===== src/hdl/trwst_pkg.sv =====
// Package for the transaction read/write set tracker.
// Holds the access, mark and status codes and the decision struct.
// No dependencies.
`default_nettype none

package trwst_pkg;

  // Default number of set entries
  localparam int SET_ENTRIES_DEF = 64;

  localparam int KEY_W  = 64;
  localparam int MARK_W = 3;
  localparam int CNT_W  = 7;
  localparam int RAM_W  = KEY_W + MARK_W;

  localparam logic [CNT_W-1:0] INSERT_MAX = {CNT_W{1'b1}};

  typedef enum logic [1:0] {
    MODE_READ   = 2'd0,
    MODE_UPDATE = 2'd1,
    MODE_INSERT = 2'd2,
    MODE_DELETE = 2'd3
  } mode_t;

  typedef enum logic [MARK_W-1:0] {
    MK_NONE   = 3'd0,
    MK_READ   = 3'd1,
    MK_UPDATE = 3'd2,
    MK_INSERT = 3'd3,
    MK_DELETE = 3'd4,
    MK_INSDEL = 3'd5
  } mark_t;

  typedef enum logic [2:0] {
    ST_OK       = 3'd0,
    ST_DELETED  = 3'd1,
    ST_EXISTS   = 3'd2,
    ST_BADDEL   = 3'd3,
    ST_READONLY = 3'd4,
    ST_FULL     = 3'd5
  } status_t;

  // Outcome of one access, from the rule logic to the sequencer
  typedef struct packed {
    status_t          status;
    logic             cancelled;
    logic             mem_we;
    logic             alloc;
    mark_t            new_mark;
    logic             written;
    logic [CNT_W-1:0] inserts;
    mark_t            entry_kind;
  } rules_t;

endpackage

`default_nettype wire


===== src/hdl/trwst_ram.sv =====
// Generic simple dual-port RAM with registered read data.
// One write port and one read port; no dependencies.
`default_nettype none

module trwst_ram #(
  parameter int WIDTH = 8,
  parameter int DEPTH = 16
) (
  input  wire logic                     clk,
  input  wire logic                     we,
  input  wire logic [$clog2(DEPTH)-1:0] waddr,
  input  wire logic [WIDTH-1:0]         wdata,
  input  wire logic                     re,
  input  wire logic [$clog2(DEPTH)-1:0] raddr,
  output      logic [WIDTH-1:0]         rdata_r
);

  logic [WIDTH-1:0] mem [DEPTH];

  // Write port
  always_ff @(posedge clk) begin
    if (we) begin
      mem[waddr] <= wdata;
    end
  end

  // Registered read port
  always_ff @(posedge clk) begin
    if (re) begin
      rdata_r <= mem[raddr];
    end
  end

endmodule

`default_nettype wire


===== src/hdl/trwst_rules.sv =====
// Transition rules of the read/write set: given the lookup result, decide
// status, new mark, insert count and written flag. Depends on trwst_pkg.
`default_nettype none

module trwst_rules
  import trwst_pkg::*;
(
  input  wire mode_t            mode,
  input  wire logic             read_only,
  input  wire logic             found,
  input  wire mark_t            mark,
  input  wire logic             full,
  input  wire logic [CNT_W-1:0] inserts,
  input  wire logic             written,
  output      rules_t           res
);

  always_comb begin
    res            = '0;
    res.status     = ST_OK;
    res.new_mark   = mark;
    res.written    = written;
    res.inserts    = inserts;
    res.entry_kind = found ? mark : MK_NONE;

    if (mode != MODE_READ && read_only) begin
      // Reject writes, report the current mark
      res.status = ST_READONLY;
    end else if (found) begin
      unique case (mode)
        MODE_READ: begin
          if (mark == MK_DELETE || mark == MK_INSDEL) begin
            res.status = ST_DELETED;
          end
        end
        MODE_UPDATE: begin
          if (mark == MK_DELETE) begin
            res.status = ST_DELETED;
          end else if (mark != MK_UPDATE && mark != MK_INSERT) begin
            res.mem_we     = 1'b1;
            res.new_mark   = MK_UPDATE;
            res.entry_kind = MK_UPDATE;
            res.written    = 1'b1;
          end
        end
        MODE_INSERT: begin
          res.status = ST_EXISTS;
        end
        MODE_DELETE: begin
          case (mark)
            MK_READ: begin
              res.mem_we     = 1'b1;
              res.new_mark   = MK_DELETE;
              res.entry_kind = MK_DELETE;
              res.written    = 1'b1;
            end
            MK_UPDATE: begin
              res.mem_we     = 1'b1;
              res.new_mark   = MK_DELETE;
              res.entry_kind = MK_DELETE;
            end
            MK_INSERT: begin
              res.mem_we     = 1'b1;
              res.new_mark   = MK_INSDEL;
              res.entry_kind = MK_INSDEL;
              res.cancelled  = 1'b1;
              if (inserts != '0) begin
                res.inserts = inserts - CNT_W'(1);
              end
            end
            default: begin
              res.status = ST_BADDEL;
            end
          endcase
        end
        default: begin
          res.status = ST_OK;
        end
      endcase
    end else if (mode == MODE_DELETE) begin
      res.status = ST_BADDEL;
    end else begin
      // New key: allocate the next free entry, or report a full table
      if (full) begin
        res.status     = ST_FULL;
        res.entry_kind = MK_NONE;
      end else begin
        res.mem_we = 1'b1;
        res.alloc  = 1'b1;
        case (mode)
          MODE_READ:   res.new_mark = MK_READ;
          MODE_UPDATE: res.new_mark = MK_UPDATE;
          default:     res.new_mark = MK_INSERT;
        endcase
        res.entry_kind = res.new_mark;
        if (mode == MODE_UPDATE) begin
          res.written = 1'b1;
        end
        if (mode == MODE_INSERT && inserts != INSERT_MAX) begin
          res.inserts = inserts + CNT_W'(1);
        end
      end
    end
  end

endmodule

`default_nettype wire


===== src/hdl/transaction_rw_set_tracker_core.sv =====
// Top level of the transaction read/write set tracker: sequencer, set
// memory and rule logic. Depends on trwst_pkg, trwst_ram, trwst_rules.
`default_nettype none

// Each access word is looked up by scanning the set memory one entry per
// cycle through its single read port, starting at entry 0, and the scan
// stops early on a hit. Entries are filled in order and never freed, so a
// fill count marks which entries are live and no clearing pass is needed
// after reset. An access scans at most the live entries and may then wait
// for the result register to drain. The block takes one access at a time;
// in_tready is high only while it is idle. The read-only register may be
// written at any time the block is idle.

module transaction_rw_set_tracker_core
  import trwst_pkg::*;
#(
  parameter int SET_ENTRIES = SET_ENTRIES_DEF
) (
  input  wire logic        clk,
  input  wire logic        rst_n,
  input  wire logic        cfg_wr_en,
  input  wire logic        cfg_wr_data,   // read_only_txn
  input  wire logic        in_tvalid,
  output      logic        in_tready,
  input  wire logic [71:0] in_tdata,      // mode[1:0], block_id[33:2],
                                          // tuple_offset[65:34], zero pad
  output      logic        out_tvalid,
  input  wire logic        out_tready,
  output      logic [15:0] out_tdata      // status[2:0], insert_cancelled[3],
                                          // written[4], inserts_now[11:5],
                                          // entry_kind[14:12], zero pad
);

  localparam int AW = $clog2(SET_ENTRIES);
  localparam int CW = $clog2(SET_ENTRIES + 1);

  typedef enum logic [2:0] {
    S_IDLE  = 3'b001,
    S_SCAN  = 3'b010,
    S_WRITE = 3'b100
  } state_t;

  state_t           state_r, state_nxt;
  logic             ro_r;
  logic [KEY_W-1:0] key_r, key_nxt;
  mode_t            mode_r, mode_nxt;
  logic [CW-1:0]    ptr_r, ptr_nxt;
  logic [CW-1:0]    count_r, count_nxt;
  logic             rd_pend_r, rd_pend_nxt;
  logic [AW-1:0]    rd_idx_r, rd_idx_nxt;
  logic             found_r, found_nxt;
  logic [AW-1:0]    hit_idx_r, hit_idx_nxt;
  mark_t            hit_mark_r, hit_mark_nxt;
  logic [CNT_W-1:0] inserts_r, inserts_nxt;
  logic             written_r, written_nxt;
  logic             out_valid_r, out_valid_nxt;
  logic [14:0]      out_data_r, out_data_nxt;

  logic             ram_we;
  logic [AW-1:0]    ram_waddr;
  logic [RAM_W-1:0] ram_wdata;
  logic             ram_re;
  logic [AW-1:0]    ram_raddr;
  logic [RAM_W-1:0] ram_rdata;
  logic             hit_now;
  logic             out_free;
  rules_t           rules;

  // Set memory: key in the high bits, mark in the low bits
  trwst_ram #(
    .WIDTH (RAM_W),
    .DEPTH (SET_ENTRIES)
  ) u_set_ram (
    .clk     (clk),
    .we      (ram_we),
    .waddr   (ram_waddr),
    .wdata   (ram_wdata),
    .re      (ram_re),
    .raddr   (ram_raddr),
    .rdata_r (ram_rdata)
  );

  trwst_rules u_rules (
    .mode      (mode_r),
    .read_only (ro_r),
    .found     (found_r),
    .mark      (hit_mark_r),
    .full      (count_r == CW'(SET_ENTRIES)),
    .inserts   (inserts_r),
    .written   (written_r),
    .res       (rules)
  );

  assign in_tready  = (state_r == S_IDLE);
  assign out_tvalid = out_valid_r;
  assign out_tdata  = {1'b0, out_data_r};
  assign out_free   = !out_valid_r || out_tready;
  assign hit_now    = rd_pend_r && (ram_rdata[RAM_W-1:MARK_W] == key_r);

  // Sequencer: accept, scan, write back and load the result
  always_comb begin
    state_nxt     = state_r;
    key_nxt       = key_r;
    mode_nxt      = mode_r;
    ptr_nxt       = ptr_r;
    count_nxt     = count_r;
    rd_pend_nxt   = 1'b0;
    rd_idx_nxt    = rd_idx_r;
    found_nxt     = found_r;
    hit_idx_nxt   = hit_idx_r;
    hit_mark_nxt  = hit_mark_r;
    inserts_nxt   = inserts_r;
    written_nxt   = written_r;
    out_valid_nxt = out_valid_r && !out_tready;
    out_data_nxt  = out_data_r;
    ram_re        = 1'b0;
    ram_raddr     = ptr_r[AW-1:0];
    ram_we        = 1'b0;
    ram_waddr     = found_r ? hit_idx_r : count_r[AW-1:0];
    ram_wdata     = {key_r, rules.new_mark};

    unique case (state_r)
      S_IDLE: begin
        if (in_tvalid) begin
          mode_nxt  = mode_t'(in_tdata[1:0]);
          key_nxt   = {in_tdata[33:2], in_tdata[65:34]};
          ptr_nxt   = '0;
          found_nxt = 1'b0;
          state_nxt = S_SCAN;
        end
      end
      S_SCAN: begin
        // Issue the next read while entries remain
        if (ptr_r != count_r) begin
          ram_re      = 1'b1;
          rd_pend_nxt = 1'b1;
          rd_idx_nxt  = ptr_r[AW-1:0];
          ptr_nxt     = ptr_r + CW'(1);
        end
        if (hit_now) begin
          found_nxt    = 1'b1;
          hit_idx_nxt  = rd_idx_r;
          hit_mark_nxt = mark_t'(ram_rdata[MARK_W-1:0]);
          rd_pend_nxt  = 1'b0;
          state_nxt    = S_WRITE;
        end else if (ptr_r == count_r) begin
          // Last live entry checked, or set empty: miss
          state_nxt = S_WRITE;
        end
      end
      S_WRITE: begin
        // Commit once the result register can take the word
        if (out_free) begin
          ram_we        = rules.mem_we;
          count_nxt     = rules.alloc ? count_r + CW'(1) : count_r;
          inserts_nxt   = rules.inserts;
          written_nxt   = rules.written;
          out_valid_nxt = 1'b1;
          out_data_nxt  = {rules.entry_kind, rules.inserts, rules.written,
                           rules.cancelled, rules.status};
          state_nxt     = S_IDLE;
        end
      end
      default: begin
        state_nxt = S_IDLE;
      end
    endcase
  end

  // Control state
  always_ff @(posedge clk) begin
    if (!rst_n) begin
      state_r     <= S_IDLE;
      ro_r        <= 1'b0;
      count_r     <= '0;
      rd_pend_r   <= 1'b0;
      found_r     <= 1'b0;
      inserts_r   <= '0;
      written_r   <= 1'b0;
      out_valid_r <= 1'b0;
    end else begin
      state_r     <= state_nxt;
      count_r     <= count_nxt;
      rd_pend_r   <= rd_pend_nxt;
      found_r     <= found_nxt;
      inserts_r   <= inserts_nxt;
      written_r   <= written_nxt;
      out_valid_r <= out_valid_nxt;
      if (cfg_wr_en) begin
        ro_r <= cfg_wr_data;
      end
    end
  end

  // Payload registers
  always_ff @(posedge clk) begin
    key_r      <= key_nxt;
    mode_r     <= mode_nxt;
    ptr_r      <= ptr_nxt;
    rd_idx_r   <= rd_idx_nxt;
    hit_idx_r  <= hit_idx_nxt;
    hit_mark_r <= hit_mark_nxt;
    out_data_r <= out_data_nxt;
  end

  // Fill count never passes the table size
  a_count_bound: assert property (@(posedge clk) disable iff (!rst_n)
    count_r <= CW'(SET_ENTRIES))
    else $error("set fill count exceeds table size");

  // A new result word is only loaded at the end of a write-back
  a_out_from_write: assert property (@(posedge clk) disable iff (!rst_n)
    $rose(out_valid_r) |-> $past(state_r == S_WRITE))
    else $error("result loaded outside write-back");

  // A hit always lies within the live entries
  a_hit_live: assert property (@(posedge clk) disable iff (!rst_n)
    (state_r == S_WRITE && found_r) |-> (CW'(hit_idx_r) < count_r))
    else $error("hit index beyond fill count");

  // A full-table result never reports a mark
  a_full_kind: assert property (@(posedge clk) disable iff (!rst_n)
    (out_valid_r && out_data_r[2:0] == ST_FULL) |-> (out_data_r[14:12] == MK_NONE))
    else $error("full status with nonzero entry kind");

endmodule

`default_nettype wire

===== config.mk =====
export PLATFORM = sky130hd
export DESIGN_NAME = transaction_rw_set_tracker_core
export DESIGN_NICKNAME = d
export VERILOG_FILES = /design/src/hdl/trwst_pkg.sv /design/src/hdl/trwst_ram.sv /design/src/hdl/trwst_rules.sv /design/src/hdl/transaction_rw_set_tracker_core.sv
export SDC_FILE = /design/constraint.sdc
export NUM_CORES = 2
export LEC_CHECK = 0
export ABC_AREA = 1
export BUFFER_PORTS_ARGS = -buffer_cell sky130_fd_sc_hd__buf_2
export CORE_ASPECT_RATIO = 1.4
export CORE_MARGIN = 2
export CORE_UTILIZATION = 51
export CTS_BUF_LIST = sky130_fd_sc_hd__clkbuf_4
export DETAILED_ROUTE_END_ITERATION = 6
export PLACE_DENSITY = 0.66
export SYNTH_ARGS = -nofsm -noshare
export SYNTH_HDL_FRONTEND = slang
export SYNTH_MEMORY_MAX_BITS = 65536
export SYNTH_SLANG_ARGS = --single-unit

===== constraint.sdc =====
create_clock -name clk -period 6.2 [get_ports clk]
set_input_delay 0.93 -clock clk [delete_from_list [all_inputs] [get_ports clk]]
set_output_delay 0.93 -clock clk [all_outputs]
set_load 0.05 [all_outputs]

==> impl_metrics.tcl <==
set metrics [dict create \
    finalHoldViolCount 0 \
    synth_top_family_by_area "compound AO/OA/AOI/OAI gates" \
    ios 96 \
    drc 2 \
    synthCells 13245 \
    worst_path_max_delay_cell "nor2_4" \
    cts_max_level 7 \
    hold_class "input port to register" \
    fin_crit_ns 4.52 \
    die_y_um 701 \
    r2r-start "found_r$_SDFFE_PN0P_" \
    ff2ff_path_depth 8 \
    synth_compound_area_share_pct 12.2 \
    cts.sinks 4480 \
    critPathMaxFanout 17 \
    pre_cts_slack_ns 1.44 \
    rows 255 \
    track_usage_pct 30.7 \
    avgViaCountPerCell 6.26 \
    ys_ff_latch 4480 \
    initial_core_util_pct 51.3 \
    die_x_um 502 \
    crit_chain "inv_1, or2_2, o21ai_0, inv_1, nor2_1, nand3_2, nor2_4, buf_4" \
    total_power_mw 66.4 \
    antenna_left 0 \
    status "finished, violations left" \
    setup_viol 0 \
    die-area_mm2 0.351 \
    synthSimpleGateAreaFrac_pct 8.84 \
    synth_xor_area_share_pct 0.119 \
    grt_pass1_wl_um 785000 \
    yosysSeqAreaShare_pct 76.0 \
    utilization_pct 57.2 \
    whs_endpoint "key_r[48]$_DFFE_PP_" \
    finClkSkew_ns 0.124 \
    worstHoldStart "in_tdata[18]" \
    hold_ws_ns 0.115 \
    crit_path_end_kind "register" \
    yosysUniqueCellTypes 41 \
    ys_warn_count 0 \
    rsz0062_at_grt "no" \
    rrSetupSlack_ns 1.68 \
    fmax_ghz 0.221 \
    final_nets 13955 \
    cp_common_cell "inv_1" \
    final_cell_area_mm2 0.197 \
    clkSlewWorstSetupHoldPaths_ns 0.06 \
    dpl_cell_area_mm2 0.183 \
    period_share_pct 72.9 \
    hold_depth 2 \
    r2r-end "u_set_ram.mem[8][6]$_DFFE_PP_" \
    slew_violations 0 \
    gp_congestion 0.947 \
    cts_buffer_depth 4 \
    wl_per_cell_um 28.6 \
    synth_area_mm2 0.177 \
    core_mm2 0.345 \
    ir_drop_mv 0.294 \
    p_per_area_mw_per_mm2 337 \
    dp.cells 17378 \
    grt_max_degree 191 \
    dpl.hpwl_um 289000 \
    violations "design-rule violations" \
    p_leak_nw 64.3 \
    synth_area_per_cell_um2 13.3 \
    antenna_found_initial 24 \
    routed_wl_um 550000 \
    drive_gt1_share_pct 14.5 \
    critical_path.max_stage_delay_ns 1.10 \
    grt_pass1_vias 118364 \
    critPathArrivalTime_ns 5.66 \
    portBuffers 88 \
    synth_mux_area_share_pct 0 \
    layout.cells.non_filler 19227 \
    clkLatencyLatePin_ns 1.55 \
    yosysTopAreaCell "edfxtp_1" \
    final_cell_mix "edfxtp_1, nor2_1, o21ai_0, clkbuf_4, o211ai_1" \
    dr.pass1.iters 7 \
    fin_ws_ns 1.68 \
    maxSlewHeadroom_pct 9.95 \
    synthesis.nets 13329 \
    tns_ns 0 \
    drtIter0Drc 16093 \
    final_common_cell "edfxtp_1" \
    root_buffer "clkbuf_4" \
    synth_top_area_share_pct 75.7 \
    cap_violations 0 \
    worst_slew_pin_slew_ns 1.35 \
    gr-total-overflow 0 \
    cts_tree "built" \
    routed-via-count 120292 \
    numCtsBuffers 1042 \
    synth_area_leaders "edfxtp_1, nor2_1, o21ai_0" \
    critPathLaunchType "register" \
    critPathKind "register to register" \
    crit_required_ns 7.34 \
    area_delta_synth_final_pct 11.5 \
    cts_resized 0 \
    synthAdderAreaFrac_pct 0.0425 \
]
[logic make-up (layout without fill, tap and decap cells)]
family	count (synthesis)	count (layout)
simple gates	3964	3964
xor+xnor	24	24
compound gates	3590	3590
other cells	1	12
buf+inv	1180	2525
fa+ha+maj	6	6
flops	4480	4480
[critical path: cells and delay by family, from the launching register on]
kind	cells	cell delay (ns)
buffers and inverters	3	1.01
flip-flops	1	0.72
AO/OA/AOI/OAI	1	0.26
AND/OR/NAND/NOR	4	2.16
[state kept, by name, summed over array words and instances (netlist names), 6 cells and up]
signal             cells
inserts_r              7
key_r                 64
u_set_ram.rdata_r     67
rd_idx_r               6
count_r                7
ptr_r                  7
u_set_ram.mem       4288
hit_idx_r              6
out_data_r            15
[what timing repair did]
item	4_1_cts	5_1_grt
buffers inserted	0	0
hold buffers	75	0
endpoints found under the hold margin	77	0
setup endpoints to repair	0	0
[how the worst max path moves through the flow]
stage / endpoint / from / slack, ns
after detailed placement: u_set_ram.mem[14][28]$_DFFE_PP_ / out_tready / 1.44
after CTS: u_set_ram.mem[14][30]$_DFFE_PP_ / count_r[0]$_SDFFE_PN0P_ / 1.78
after floorplan: ptr_r[0]$_SDFFCE_PN0P_ / state_r[0]$_SDFFE_PN1P_ / 0.57
after global routing: u_set_ram.mem[8][17]$_DFFE_PP_ / found_r$_SDFFE_PN0P_ / 1.63
after global placement: u_set_ram.mem[14][9]$_DFFE_PP_ / out_tready / 1.50
final: u_set_ram.mem[8][6]$_DFFE_PP_ / found_r$_SDFFE_PN0P_ / 1.68
[Yosys cell counts, drive strengths merged]
cell / n
edfxtp: 4458
nor2: 2761
o21ai: 2185
o211ai: 717
nand2: 684
clkbuf: 599
nand3: 477
o221ai: 357
buf: 341
o22ai: 299
inv: 236
a21oi: 25
dfxtp: 22
xnor2: 17
nand4: 14
nor3: 8
or2: 8
xor2: 7
ha: 6
clkinv: 4
nor4: 4
nand3b: 3
a31oi: 2
and2: 2
nor3b: 2
o31ai: 2
a211oi: 1
and3: 1
conb: 1
o21a: 1
o311ai: 1
[where the power goes]
group | internal, mW | switching [mW] | total (mW)
Clock | 12.0 | 11.4 | 23.4
Sequential | 34.0 | 0.155 | 34.1
Combinational | 2.20 | 6.66 | 8.86
[routing by layer]
metal	part of all wire, %	track usage, %	vias to the layer above
li1	-	-	51402
met1	34	37.2	59378
met2	48	49.6	7789
met3	11	6.50	1699
met4	7.3	20.9	24
met5	0.031	0	-
[final cells by class]
type	count	area [um2]
diodes	11	27.5
multi-input cells	7585	37900
inverters	240	941
fillers	27327	148000
clock inverters	283	1800
repair buffers	522	5240
well taps	4626	5790
clock buffers	1480	11100
flip-flops and latches	4480	134000
No activity file was read; power rests on OpenSTA's default activity.
